## config.mk

```make
export PLATFORM = sky130hd
export DESIGN_NAME = swpmb_mode_sel
export DESIGN_NICKNAME = d
export VERILOG_FILES = /design/src/rtl/core/sliding_window_pixel_mode_background_top_macros.svh /design/src/rtl/core/swpmb_pkg.sv /design/src/rtl/core/swpmb_mode_sel.sv
export SDC_FILE = /design/constraint.sdc
export NUM_CORES = 1
export LEC_CHECK = 0
export BUFFER_PORTS_ARGS = -buffer_cell sky130_fd_sc_hd__clkbuf_2
export CAP_MARGIN = 20
export CORE_MARGIN = 2
export CORE_UTILIZATION = 53
export DETAILED_ROUTE_END_ITERATION = 12
export PLACE_DENSITY = 0.85
export SETUP_SLACK_MARGIN = 0.1
export SLEW_MARGIN = 20
export SYNTH_ARGS = -nofsm -noshare
export SYNTH_HDL_FRONTEND = slang
export SYNTH_SLANG_ARGS = --single-unit
```

## constraint.sdc

```tcl
create_clock -name vclk -period 5.78
set_input_delay 0.289 -clock vclk [all_inputs]
set_output_delay 0.289 -clock vclk [all_outputs]
set_load 0.005 [all_outputs]
```

## src/rtl/core/sliding_window_pixel_mode_background_top_macros.svh

```systemverilog
// Assertion helpers for the background model block.
`ifndef SLIDING_WINDOW_PIXEL_MODE_BACKGROUND_TOP_MACROS_SVH
`define SLIDING_WINDOW_PIXEL_MODE_BACKGROUND_TOP_MACROS_SVH

// Checked on every rising clock edge outside reset.
`define SWPMB_ASSERT(lbl, prop, msg) \
  lbl: assert property (@(posedge clk_i) disable iff (!rst_ni) prop) else $error(msg);

// Checked on every rising clock edge, reset included.
`define SWPMB_ASSERT_ALWAYS(lbl, prop, msg) \
  lbl: assert property (@(posedge clk_i) prop) else $error(msg);

`endif

```

## src/rtl/core/swpmb_pkg.sv

```systemverilog
package swpmb_pkg;

  localparam int COLOR_W     = 24;
  localparam int CFG_W       = 10;
  localparam int WIN_CFG_W   = 4;
  localparam int CNT_W       = 5;
  localparam int OUT_CNT_W   = 4;
  localparam int OUT_TDATA_W = 32;
  localparam int REG_IDX_W   = 2;

  localparam logic [REG_IDX_W-1:0] REG_FRAME_WIDTH   = 2'd0;
  localparam logic [REG_IDX_W-1:0] REG_FRAME_HEIGHT  = 2'd1;
  localparam logic [REG_IDX_W-1:0] REG_WINDOW_LENGTH = 2'd2;

  typedef struct packed {
    logic [CNT_W-1:0]   count;
    logic [COLOR_W-1:0] color;
  } pick_t;

endpackage

```

## src/rtl/core/swpmb_mode_sel.sv

```systemverilog
module swpmb_mode_sel #(
  parameter int N = 8
) (
  input  logic [N-1:0][swpmb_pkg::CNT_W-1:0]   kc_i,
  input  logic [N-1:0][swpmb_pkg::COLOR_W-1:0] colors_i,
  output swpmb_pkg::pick_t                     top_o
);
  import swpmb_pkg::*;

  localparam int NP = (N > 1) ? 2 ** $clog2(N) : 1;

  pick_t node [1:2*NP-1];

  // highest count wins, ties go to the smaller color
  function automatic pick_t better(input pick_t a, input pick_t b);
    if (a.count > b.count || (a.count == b.count && a.color <= b.color)) begin
      return a;
    end
    return b;
  endfunction

  always_comb begin
    for (int i = 0; i < NP; i++) begin
      if (i < N) begin
        node[NP+i].count = kc_i[i];
        node[NP+i].color = colors_i[i];
      end else begin
        node[NP+i] = '0;
      end
    end
    for (int i = NP - 1; i >= 1; i--) begin
      node[i] = better(node[2*i], node[2*i+1]);
    end
  end

  assign top_o = node[1];

endmodule

```

==> results of run 1 <==
## repair_timing
action	CTS
cloned	11
buffers inserted	62
resized for setup	360
endpoints found under the hold margin	0
endpoints found under the setup margin	29
pin swaps	84
## Yosys cell counts (all sizes together), types with 31 or more instances
master	number	share of area
a21oi	90	0.038
o311ai	196	0.18
a22oi	84	0.053
nand3	65	0.027
ha	203	0.21
nand2	186	0.059
a211oi	90	0.059
o221ai	31	0.024
buf	82	0.043
inv	261	0.083
nor2	50	0.016
nand4	39	0.021
mux2i	33	0.029
clkbuf	68	0.022
o311a	34	0.029
## metal layers
layer | track usage | overflow
met1 | 0.896 | 27
met3 | 0.831 | 25
met4 | 1.08 | 319
met2 | 1.11 | 571
met5 | 0.549 | 3
## kinds of logic after synthesis
| kind of cell | count (synthesis) | synth area share |
|---|---|---|
| buffers and inverters | 411 | 0.148 |
| AOI/OAI and AO/OA | 617 | 0.437 |
| adders and majority gates | 203 | 0.214 |
| muxes | 36 | 0.0320 |
| and+or+nand+nor | 428 | 0.170 |
## stage by stage
stage | hold WS, ps | setup TNS, ps | cell area, µm²
detailed placement | 1290 | -32260 | 18000
global placement | 1270 | -18320 | 18000
CTS | 1250 | -15600 | 20900
floorplan | 838 | 0 | 12000
==> impl_metrics.tcl, run 1 <==
set metrics [dict create \
    synth.distinct_cells 56 \
    grt-ovfl-total 945 \
    dp_cells 2725 \
    synth_warnings 0 \
    pin_count 261 \
    synth_fp_nets 2130 \
    stop_stage "5_1_grt" \
    status "aborted with a tool error" \
    error_line "[ERROR GRT-0116] Global routing finished with congestion. Check the congestion regions in the DRC Viewer." \
    cts-hold-fix-buffers 0 \
    synth_cells 1695 \
    track_usage 0.956 \
    syn_area_mm2 0.0119 \
    dpl.hpwl_um 50600 \
    die_y_um 154 \
    initial_core_util 0.542 \
    gp_congestion 1.06 \
    avgSynthCellArea_um2 7.00 \
    grt_max_degree 31 \
    first_global_vias 27891 \
    grt_pass1_wl_um 179000 \
    synth_seq_area_share 0 \
    die_w_um 154 \
    io_buffers 261 \
    pre_cts_slack_ps -1290 \
    row_count 54 \
]
==> run 2, diff against run 1 <==
Settings changed: CORE_UTILIZATION 53 to 40, PLACE_DENSITY 0.85 to default, PLACE_DENSITY_LB_ADDON from default to 0.15, SETUP_SLACK_MARGIN 0.1 to default.
Clock period 5.78 ns to 7.5 ns, I/O delays scaled along.
==> run 2 against run 1 <==
  * The flow now finishes without violations
  * Synthesized area unchanged
  * Synthesized cell count unchanged
==> impl_metrics.tcl, run 2 <==
set metrics [dict create \
    drc 0 \
    io_buffers 261 \
    crit_type "in2out" \
    dpl.hpwl_um 38800 \
    fin_worst_hold_slack_ps 1370 \
    mostFrequentLayoutCells "inv_1, clkbuf_2, ha_1, nand2_1, o311ai_1" \
    synth_commonest_cells "inv_1, ha_1, nand2_1" \
    initial_core_util 0.403 \
    core-area_mm2 0.0294 \
    yosys-top-cells-area "ha_1, o311ai_1, inv_1" \
    comb_power_share 1.000 \
    syn_area_mm2 0.0119 \
    diodes 0 \
    use_met1 0.412 \
    grt_pass1_wl_um 74900 \
    drtPass1Iterations 6 \
    status "completed" \
    critPathLaunchType "primary input" \
    synth_largest_area_cell "ha_1" \
    switching_share 0.601 \
    row_count 63 \
    hp-class "in2out" \
    avgSynthCellArea_um2 7.00 \
    die_y_um 176 \
    power.internal_uw 978 \
    critPathRequiredTime_ps 7120 \
    first_global_vias 13521 \
    hold_viol 0 \
    dpl_cell_area_mm2 0.0138 \
    design.seq.count 0 \
    dieArea_mm2 0.0311 \
    top_usage_layer "met2" \
    grt.met2_usage 0.495 \
    p_seq_frac 0 \
    end_kind "output pin" \
    met3_usage 0.0222 \
    synth_xor_area_frac 0 \
    ant_nets 0 \
    synth_seq_area_share 0 \
    critPathArrivalTime_ps 6800 \
    area_delta_synth_final_pct 18.5 \
    maxSlewHeadroom 0.399 \
    synth_top_area_share 0.214 \
    peakVddDrop_uv 173 \
    clock.fmax_ghz 0.139 \
    powerDensity_mw_per_mm2 174 \
    gp_congestion 0.936 \
    fin_crit_sh 0.956 \
    drive_above_1_share 0.247 \
    pre_cts_slack_ps 45.6 \
    synthSimpleGateAreaFrac 0.170 \
    synth_compound_area_frac 0.437 \
    die_w_um 176 \
    synth.distinct_cells 56 \
    worstMarginPinSlew_ps 901 \
    max_cap_viol_count 0 \
    fin_area_mm2 0.0141 \
    leakage_nw 6.90 \
    vias 14655 \
    synth.mux.area_fraction 0.0320 \
    yosysMostFrequentCell "inv_1" \
    power_frac_clock 0 \
    wl_um 48000 \
    fin_crit_ps 7170 \
    grt-ovfl-total 0 \
    grt_max_degree 57 \
    routed_via_density 6.39 \
    fin_ws_ps 329 \
    clock_buffers 0 \
    dr.first_iter.drc_count 1283 \
    setup_viol 0 \
    synth_fp_nets 2130 \
    p_sw_mw 1.48 \
    synth_fa_ha_area_frac 0.214 \
    seqCellArea_um2 0 \
    synth_top_family_by_area "compound AO/OA/AOI/OAI gates" \
    synth_warnings 0 \
    fin_total_pwr_mw 2.45 \
    antenna_found_initial 0 \
    pin_count 261 \
    cp_max_fo 15 \
    maxSlewViolCount 0 \
    track_usage 0.294 \
    nets 2341 \
    synth_cells 1695 \
    wl_per_cell_um 20.9 \
]
[run 2: cell counts after synthesis]
No cell type changed its count.
[run 2: routing by layer]
layer / up-vias / wire (µm)
met5: - / 0
met4: 0 / 1240
met3: 67 / 3400
met2: 667 / 22300
met1: 6955 / 21100
li1: 6966 / -
[run 2: path summary, 6_finish.rpt]
| path | start | to | cells past startpoint |
|---|---|---|---|
| worst max-delay path | colors_i[43] | top_o[0] | 28 |
| worst min-delay path | kc_i[25] | top_o[24] | 6 |
[run 2: metrics by stage]
step                TNS, ps  instances   util
floorplan                 0       1695      -
global placement          0       2286  0.470
detailed placement        0       2286  0.470
CTS                       0       2286  0.470
global route          -8.34       2294  0.478
finish                    0       2294  0.478
[run 2: logic make-up after synthesis]
family | Yosys count
AOI/OAI and AO/OA | 617
adders and majority gates | 203
buffers and inverters | 411
muxes | 36
and+or+nand+nor | 428
[run 2: what timing repair did]
item | in CTS | in global routing
hold buffers | 0 | 0
endpoints found under the setup margin | 0 | 28
resized for setup | 0 | 28
buffers inserted | 0 | 7
[run 2: worst max-delay path: stages]
cell	delay [ps]
clkbuf_2	120
inv_1	50
ha_1	300
nand4_1	240
nor2_1	70
a221o_1	330
or2_1	390
buf_4	290
o311ai_2	370
ha_1	310
nor2b_1	140
o211ai_1	170
a21oi_1	120
o311a_1	380
o221ai_4	400
buf_4	250
mux2i_1	440
inv_1	90
ha_1	310
nand4_1	120
a21oi_1	60
nor4_2	270
o211ai_1	190
o221ai_2	130
nand2b_1	80
buf_4	200
o221ai_1	370
clkbuf_2	190
[run 2: final cells by class]
class	instances	area [µm²]
Tap cell	390	488
Multi-Input combinational cell	1285	10400
Fill cell	3018	15300
Inverter	261	980
Timing Repair Buffer	358	2160
[run 2: power by group through the flow]
stage / clock network, mW / registers [mW] / logic (mW)
after floorplan: 0 / 0 / 1.45
after detailed placement: 0 / 0 / 2.34
after CTS: 0 / 0 / 2.35
after global routing: 0 / 0 / 2.68
after global placement: 0 / 0 / 2.32
final: 0 / 0 / 2.45
Note: power is estimated with default switching activity, not from simulation.
==> run 3, diff against run 2 <==
Settings changed: ABC_CLOCK_PERIOD_IN_PS from default to 7500, PLACE_DENSITY_LB_ADDON 0.15 to default.
==> run 3 against run 2 <==
  * Worst setup slack better by 90 ps
  * Worst hold slack better by 2.0 ps
  * First-iteration DRC count grew 8.0%
  * Via count shrank 0.43%
  * Core utilization decreased by 0.46 points
  * Sequential share of layout area did not move
  * Critical path type unchanged
  * Final cell count is 0.52% lower
  * Power shrank 0.43%
  * Largest cell class unchanged
  * Global-route usage down 0.19 points
  * Critical path depth is the same
==> impl_metrics.tcl, run 3 (synthesis gave the netlist of run 2 again) <==
set metrics [dict create \
    grt-ovfl-total 0 \
    max_cap_viol_count 0 \
    fillerInstances 3043 \
    cp_num_buf_inv 8 \
    wl_met3_um 3340 \
    maxSlewViolCount 0 \
    row_count 63 \
    initial_core_util 0.403 \
    end_kind "output pin" \
    gp_congestion 0.987 \
    wl_met2_um 21700 \
    track_usage 0.293 \
    dpl.hpwl_um 38500 \
    maxSlewHeadroom 0.456 \
    routed_via_density 6.39 \
    status "completed" \
    grt_max_degree 57 \
    leakage_nw 6.85 \
    cp_max_fo 34 \
    cts-hold-fix-buffers 0 \
    seqCellArea_um2 0 \
    die_y_um 176 \
    antenna_found_initial 0 \
    critPathLaunchType "primary input" \
    io_buffers 261 \
    fin_total_pwr_mw 2.44 \
    fin_ws_ps 418 \
    diodes 0 \
    drive_above_1_share 0.239 \
    dieArea_mm2 0.0311 \
    pin_count 261 \
    ant_nets 0 \
    design.seq.count 0 \
    nets 2329 \
    wl_um 47700 \
    drc 0 \
    peakVddDrop_uv 118 \
    wirelength_met1_um 20700 \
    tns_ps 0 \
    wl_per_cell_um 20.9 \
    rsz0062_at_grt "false" \
    core-area_mm2 0.0294 \
    crit_type "in2out" \
    cp_slowest_cell "o311a_4" \
    final_util 0.474 \
    powerDensity_mw_per_mm2 175 \
    area_delta_synth_final_pct 17.4 \
    first_global_vias 13530 \
    path_delay_family "compound AO/OA/AOI/OAI gates" \
    cpMostUsedCell "buf_4" \
    top_layer_used "met4" \
    max_stage_delay_ps 590 \
    hold_viol 0 \
    dr.first_iter.drc_count 1386 \
    worstMarginPinSlew_ps 815 \
    clock_buffers 0 \
    clock.fmax_ghz 0.141 \
    critPathArrivalTime_ps 6710 \
    vias 14592 \
    fin_crit_sh 0.944 \
    critPathRequiredTime_ps 7120 \
    setup_viol 0 \
    drtPass1Iterations 5 \
    die_w_um 176 \
    grt_pass1_wl_um 74500 \
    fin_crit_ps 7080 \
    hp-class "in2out" \
    mostFrequentLayoutCells "inv_1, clkbuf_2, ha_1, nand2_1, o311ai_1" \
    pre_cts_slack_ps 332 \
]
-- run 3: changes by cell type in the layout (fill, tap and decap cells not counted), moves of 2 or more --
cell and change:
mux2i_2 -4, mux2i_1 +4, buf_4 -10, o311ai_1 -3, nor4_1 +3, or2_2 -2
o311ai_2 +3, nor4_2 -4, a21o_1 -2
-- run 3: worst paths after layout --
path                           from        end  slack (ps)  depth (start not counted)
worst max-delay path  colors_i[191]   top_o[8]         420                         28
worst min-delay path   colors_i[89]  top_o[17]        1370                          6
-- run 3: power by group --
group	switching, mW	total [mW]	internal [mW]
Combinational	1.47	2.44	0.977
Sequential	0	0	0
Clock	0	0	0
Total	1.47	2.44	0.977
-- run 3: layout make-up --
type               count  area [µm²]  share of cell area
inverters            261         980              0.0704
repair buffers       347        2060               0.148
well taps            390         488              0.0350
multi-input cells   1284       10400               0.746
-- run 3: through the flow --
stage	instances	hold slack [ps]	instance area [µm²]
floorplan	1695	1010	11900
global placement	2281	1370	13800
detailed placement	2281	1370	13800
CTS	2281	1370	13800
global route	2282	1410	13900
finish	2282	1370	13900
-- run 3: timing repair --
action                                  in CTS  in global routing
buffers inserted                             0                  1
endpoints found under the setup margin       0                 28
gates resized for setup                      0                 23
-- run 3: tightest hold or removal path, cell delays in order --
cell,delay [ps]
clkbuf_2,130
nand2_1,60
o311ai_1,90
nor2_1,80
o221ai_2,150
clkbuf_2,110
-- run 3: routing by layer --
metal	vias up	global-route usage
met5	-	0
met4	0	0.0816
met3	100	0.0177
met2	683	0.489
met1	6868	0.405
li1	6941	-
